[src/design/aabq_pkg.sv]
`timescale 1ns / 1ps
`default_nettype none
// ----------------------------------------------------------------------------
// aabq_pkg: shared types and constants of the ASCII-art block quantizer
// Holds luma weights, character table, threshold table and the command and
// status structs passed between the controller and the datapath.
// ----------------------------------------------------------------------------
package aabq_pkg;

  localparam int SUM_W = 17;
  localparam logic [SUM_W-1:0] SUM_MAX = 17'd131071;

  // Luma weights 0.2126, 0.7152, 0.0722 in unsigned 0.16 fixed point.
  localparam logic [15:0] W_RED   = 16'd13933;
  localparam logic [15:0] W_GREEN = 16'd46871;
  localparam logic [15:0] W_BLUE  = 16'd4732;

  localparam int NUM_GLYPHS = 10;
  localparam logic [3:0] LAST_STEP = 4'd9;

  typedef struct packed {
    logic       load;       // Input transfer: capture pixel, issue sum read.
    logic       read_cap;   // Sum read data and luma are captured.
    logic       acc;        // Write back the sum and advance the counters.
    logic       cls_clear;  // Restart the character index.
    logic       cls_step;   // Compare against one threshold.
    logic [3:0] cls_k;      // Threshold number, 1 to 9.
    logic       out_load;   // Load the output register.
  } cmd_t;

  typedef struct packed {
    logic emit;             // The pixel completed a full block.
  } sts_t;

  // An average reaches index k exactly when it is at least ceil(25.6 * k).
  function automatic logic [7:0] threshold(input logic [3:0] k);
    logic [7:0] t;
    case (k)
      4'd1:    t = 8'd26;
      4'd2:    t = 8'd52;
      4'd3:    t = 8'd77;
      4'd4:    t = 8'd103;
      4'd5:    t = 8'd128;
      4'd6:    t = 8'd154;
      4'd7:    t = 8'd180;
      4'd8:    t = 8'd205;
      4'd9:    t = 8'd231;
      default: t = 8'd255;
    endcase
    return t;
  endfunction

  // Character ramp "@%#=+|!:. " from dark to light.
  function automatic logic [6:0] glyph(input logic [3:0] idx);
    logic [6:0] g;
    case (idx)
      4'd0:    g = 7'd64;
      4'd1:    g = 7'd37;
      4'd2:    g = 7'd35;
      4'd3:    g = 7'd61;
      4'd4:    g = 7'd43;
      4'd5:    g = 7'd124;
      4'd6:    g = 7'd33;
      4'd7:    g = 7'd58;
      4'd8:    g = 7'd46;
      default: g = 7'd32;
    endcase
    return g;
  endfunction

endpackage
`default_nettype wire

[src/design/aabq_ctrl.sv]
`timescale 1ns / 1ps
`default_nettype none
// ----------------------------------------------------------------------------
// aabq_ctrl: sequencing controller
// Steps each pixel through read, accumulate and, for completed blocks, the
// nine threshold compares, and owns the output valid flag.
// ----------------------------------------------------------------------------
module aabq_ctrl (
  input  wire logic           clk,
  input  wire logic           rst_n,
  input  wire logic           in_valid,
  output logic                in_stall,
  output logic                out_valid,
  input  wire logic           out_stall,
  input  wire aabq_pkg::sts_t sts,
  output aabq_pkg::cmd_t      cmd
);

  typedef enum logic [2:0] {S_IDLE, S_READ, S_ACC, S_CLASS, S_DONE} state_t;

  state_t     state_r;
  logic [3:0] k_r;
  logic       out_valid_r;
  logic       out_free;

  assign out_free  = !out_valid_r || !out_stall;
  assign in_stall  = (state_r != S_IDLE);
  assign out_valid = out_valid_r;

  always_comb begin
    cmd           = '0;
    cmd.cls_k     = k_r;
    cmd.load      = (state_r == S_IDLE) && in_valid;
    cmd.read_cap  = (state_r == S_READ);
    cmd.acc       = (state_r == S_ACC);
    cmd.cls_clear = (state_r == S_ACC);
    cmd.cls_step  = (state_r == S_CLASS);
    cmd.out_load  = (state_r == S_DONE) && out_free;
  end

  always_ff @(posedge clk) begin
    if (!rst_n) begin
      state_r     <= S_IDLE;
      k_r         <= 4'd1;
      out_valid_r <= 1'b0;
    end else begin
      if (out_valid_r && !out_stall) begin
        out_valid_r <= 1'b0;
      end
      case (state_r)
        S_IDLE: begin
          if (in_valid) begin
            state_r <= S_READ;
          end
        end
        S_READ: begin
          state_r <= S_ACC;
        end
        S_ACC: begin
          k_r     <= 4'd1;
          state_r <= sts.emit ? S_CLASS : S_IDLE;
        end
        S_CLASS: begin
          if (k_r == aabq_pkg::LAST_STEP) begin
            state_r <= S_DONE;
          end else begin
            k_r <= k_r + 4'd1;
          end
        end
        S_DONE: begin
          if (out_free) begin
            out_valid_r <= 1'b1;
            state_r     <= S_IDLE;
          end
        end
        default: begin
          state_r <= S_IDLE;
        end
      endcase
    end
  end

endmodule
`default_nettype wire

[config.mk]
export PLATFORM = sky130hd
export DESIGN_NAME = aabq_ctrl
export DESIGN_NICKNAME = d
export VERILOG_FILES = /design/src/design/aabq_pkg.sv /design/src/design/aabq_ctrl.sv
export SDC_FILE = /design/constraint.sdc
export NUM_CORES = 1
export LEC_CHECK = 0
export ABC_AREA = 1
export BUFFER_PORTS_ARGS = -buffer_cell sky130_fd_sc_hd__buf_2
export CAP_MARGIN = 20
export CORE_AREA = 2 2 39 41
export CTS_CLUSTER_DIAMETER = 120
export DETAILED_ROUTE_END_ITERATION = 6
export DIE_AREA = 0 0 41 43
export SETUP_SLACK_MARGIN = 0.15
export SLEW_MARGIN = 20
export SYNTH_ARGS = -nofsm -noshare
export SYNTH_HDL_FRONTEND = slang
export SYNTH_SLANG_ARGS = --single-unit
[constraint.sdc]
create_clock -name clk -period 3.2 [get_ports clk]
set_input_delay 0.64 -clock clk [delete_from_list [all_inputs] [get_ports clk]]
set_output_delay 0.64 -clock clk [all_outputs]
set_load 0.1 [all_outputs]
Word-level counts from Yosys, hierarchy flattened
Cells that the tools add are included.

operators by class
  reduce and logical (&&, ||, !) cells = 11
  multiplexer cells = 10
  multipliers = 0
  equality and inequality tests = 9
  divide/modulo/power cells = 0
  shift-type cells = 0
  $add $sub $neg = 1
  bitwise operators = 0
  $lt $le $gt $ge = 0

operators by type and width
  operator                                                count
  case mux 3 bit (5 select lines)                         1
  2-to-1 mux 3 bit                                        3
  case mux 4 bit (2 select lines)                         1
  equality test 3 x 2 -> 1 bit (second input constant)    2
  inequality test 2 bit (second input constant)           3
  adder 4 x 1 -> 4 bit (second input constant)            1
  equality test 4 bit (second input constant)             1
  2-to-1 mux 4 bit                                        1
  equality test 3 x 1 -> 1 bit (second input constant)    1
  equality test 3 bit (second input constant)             1
  logical AND 1 bit                                       3
  logical NOT 3 bit                                       1
  2-to-1 mux 1 bit                                        3
  AND reduction 3 bit                                     1
  nonzero test 3 bit                                      1
  logical NOT 1 bit                                       2
  2-to-1 mux 2 bit                                        1
  inequality test 2 x 1 -> 1 bit (second input constant)  1
  AND reduction 2 bit                                     1
  nonzero test 2 bit                                      1
  logical OR 1 bit                                        1

word-level totals
  word-level logic and storage cells = 34
  memories kept = 0
  bits in registers = 8
  memory bits (read-only) = 0
  output and inout bits = 12
  bits in writable memories = 0
  bits in latches = 0

Depth between registers and ports, before layout
  depth after elaboration = 5
  depth in mapped cells = 8
  gate-level depth less buffers = 8

Worst setup path after synthesis
Ideal clock, no wire load.

  path kind = reg2out
  start = register state_r[1]
  end = output port cmd[9] in the netlist's numbering
  cell stages (with the launch flop) = 4
  data required time = 2560 ps
  data arrival time = 2662 ps
  setup slack = -102 ps
  path buffers = 0
  cells stage by stage = dfxtp_1 > nor2_1 > nand2_1 > nor2_1

RTL lines
  what                    line             source
  from (decl)             aabq_ctrl.sv:21  state_t state_r;
  from (signal assigned)  aabq_ctrl.sv:61  state_r <= sts.emit ? S_CLASS : S_IDLE;
  to (decl)               aabq_ctrl.sv:16  output aabq_pkg::cmd_t cmd

==> flow_metrics.env <==
export IMPL_endpoint_kind="primary output"
export IMPL_num_vias=484
export IMPL_cts_max_level=1
export IMPL_synth_largest_area_cell="dfxtp_1"
export IMPL_slew_headroom_pct=67.9
export IMPL_vias_per_cell=4.57
export IMPL_worstHoldPathType="flip-flop to flip-flop"
export IMPL_io_pins=17
export IMPL_cts_tree="yes"
export IMPL_syn_avg_cell_area_um2=6.85
export IMPL_n_antenna_cell=0
export IMPL_clk_pin_slew_worst_paths_ns=0.05
export IMPL_routed_wl_um=995
export IMPL_overflow=0
export IMPL_ir_worst_vdd_v=0.000283
export IMPL_p_total_w=0.000628
export IMPL_post_dp_hpwl_um=824
export IMPL_synth_warnings=0
export IMPL_coreArea_mm2=0.00138
export IMPL_clock_power_share_pct=12.1
export IMPL_seqPwrFrac_pct=22.0
export IMPL_area_growth_pct=23.9
export IMPL_grt_pass1_vias=442
export IMPL_antenna_left=0
export IMPL_combPwrFrac_pct=65.9
export IMPL_period_needed_ns=2.10
export IMPL_antenna_found_initial=0
export IMPL_multi_input_area_um2=274
export IMPL_dieArea_mm2=0.00176
export IMPL_max_clock_freq_mhz=476
export IMPL_drt_iter0_markers=4
export IMPL_wl_met1_um=450
export IMPL_synth_nets=79
export IMPL_drtPass1Iterations=3
export IMPL_start_util_pct=35.6
export IMPL_rsz0062_at_grt="false"
export IMPL_synth_cell_type_count=19
export IMPL_cp_arrival_ns=1.46
export IMPL_path_class="flip-flop to primary output"
export IMPL_cts_resized=0
export IMPL_drc=0
export IMPL_dr_wl_met2_um=464
export IMPL_cp_max_fo=6
export IMPL_hold_viol=0
export IMPL_holdBufCountCts=0
export IMPL_synthTopCellsByArea="dfxtp_1 32%, nand2_1 11%, inv_1 9.9%"
export IMPL_start_kind="flip-flop"
export IMPL_topRoutingLayerUsed="met4"
export IMPL_num_rows=14
export IMPL_setup_viol=0
export IMPL_power_density_mw_per_mm2=1030
export IMPL_die_h_um=43
export IMPL_regArea_um2=160
export IMPL_syn_inst=72
export IMPL_tightest_slew_ns=0.485
export IMPL_power_switching_w=0.000401
export IMPL_pre_cts_ws_ns=1.19
export IMPL_fin_tns_setup_ns=0
export IMPL_synth_seq_cells=8
export IMPL_wl_met3_um=57
export IMPL_nNetsFinal=99
export IMPL_postLayoutCoreUtil_pct=44.1
export IMPL_grt_first_pass_wirelength_um=1640
export IMPL_cp_data_required_time_ns=2.56
export IMPL_portBuffers=16
export IMPL_yosysTopAreaCellShare_pct=32.5
export IMPL_final_max_slew_violation_count=0
export IMPL_skew_ns=0.000661
export IMPL_intPower_w=0.000227
export IMPL_netlist_area_um2=493
export IMPL_status="complete, no violations"
export IMPL_wl_per_cell_um=9.39
export IMPL_clock_path_buffers=2
export IMPL_cts_sinks=8
export IMPL_grt_usage_pct=14.0
export IMPL_numCtsBuffers=3
export IMPL_power_leakage_nw=0.321
export IMPL_die_x_um=41
export IMPL_drive_above_1_share_pct=31.1
export IMPL_grt_max_degree=7
export IMPL_switching_share_pct=63.9
export IMPL_whs_ns=0.485
export IMPL_maxCapViolCount=0
export IMPL_fin_crit_sh_pct=65.6
export IMPL_clockRootBuffer="clkbuf_4"
export IMPL_post_cts_buffers=0
export IMPL_gp_congestion=0.716
export IMPL_clkLatencyLatePin_ns=0.25
export IMPL_fillers=157
export IMPL_setup_ws_ns=1.10
export IMPL_ys_seq_area_share_pct=32.5
worst paths after layout:
check | start | endpoint | slack [ns] | cells past startpoint
max | state_r[1] | cmd[9] | 1.10 | 4
min | out_valid | out_valid | 0.49 | 2
max reg2reg | k_r[1] | k_r[3] | 1.99 | 8
min reg2reg | out_valid | out_valid | 0.49 | 2
stage by stage:
stage          cell area [µm²]  cells
3_5_place_dp               588    103
5_1_grt                    611    106
3_3_place_gp               588    103
2_1_floorplan              495     72
4_1_cts                    611    106
6_report                   611    106
per-layer routing:
| metal | up-vias | GRT usage [%] |
|---|---|---|
| met5 | - | 0 |
| met4 | 0 | 10.0 |
| met3 | 4 | 3.14 |
| met2 | 14 | 22.8 |
| met1 | 203 | 14.6 |
| li1 | 263 | - |
sequential cells by signal, summed over array words and instances, names as in the netlist:
name and flops:
k_r 4, out_valid 1, state_r 3
cell type report:
type                    instances  area share [%]
flip-flops and latches          8            26.2
inverters                      14            8.81
clock buffers                   3            3.69
repair buffers                 16            13.1
multi-input cells              49            44.9
well taps                      16            3.28
kinds of logic after synthesis:
kind of cell	synth area share [%]
adder cells (fa/ha/maj)	5.08
AND/OR/NAND/NOR	39.3
buffers and inverters	12.4
flip-flops	32.5
AO/OA/AOI/OAI	10.7
worst max-delay path, stage by stage, from the launching register on:
cell and delay (ns):
dfxtp_1 0.36, nor2_1 0.22, nand2_1 0.13, nor2_2 0.08, buf_2 0.42
cell usage after synthesis:
cell type,instances
a21oi_1,3
a21oi_2,2
buf_4,1
clkinv_2,1
dfxtp_1,8
ha_1,2
inv_1,13
nand2_1,15
nand2_2,1
nand2_4,2
nand3_1,8
nand3_2,1
nand4_1,2
nor2_1,8
nor2_4,1
nor3_1,1
o211ai_1,1
o21ai_0,1
o21bai_1,1
power by group through the flow:
stage	combinational, W	sequential, W	clock [W]
after floorplan	0.000333	0.000174	0
after global placement	0.000414	0.000141	0
after detailed placement	0.000417	0.000141	0
after CTS	0.000418	0.000139	0.0000771
after global routing	0.000439	0.000141	0.0000820
final	0.000414	0.000138	0.0000757
placed cells by master, fill, tap and decap left out, drive strengths merged:
cell type | Yosys | layout
a21oi | 5 | 5
ha | 2 | 2
buf | 1 | 16
nor2 | 9 | 9
o211ai | 1 | 1
clkbuf | 0 | 3
nand4 | 2 | 2
inv | 13 | 13
clkinv | 1 | 1
dfxtp | 8 | 8
nand3 | 9 | 9
nand2 | 18 | 18
o21ai | 1 | 1
o21bai | 1 | 1
nor3 | 1 | 1
Note: power is estimated with default switching activity, not from simulation.
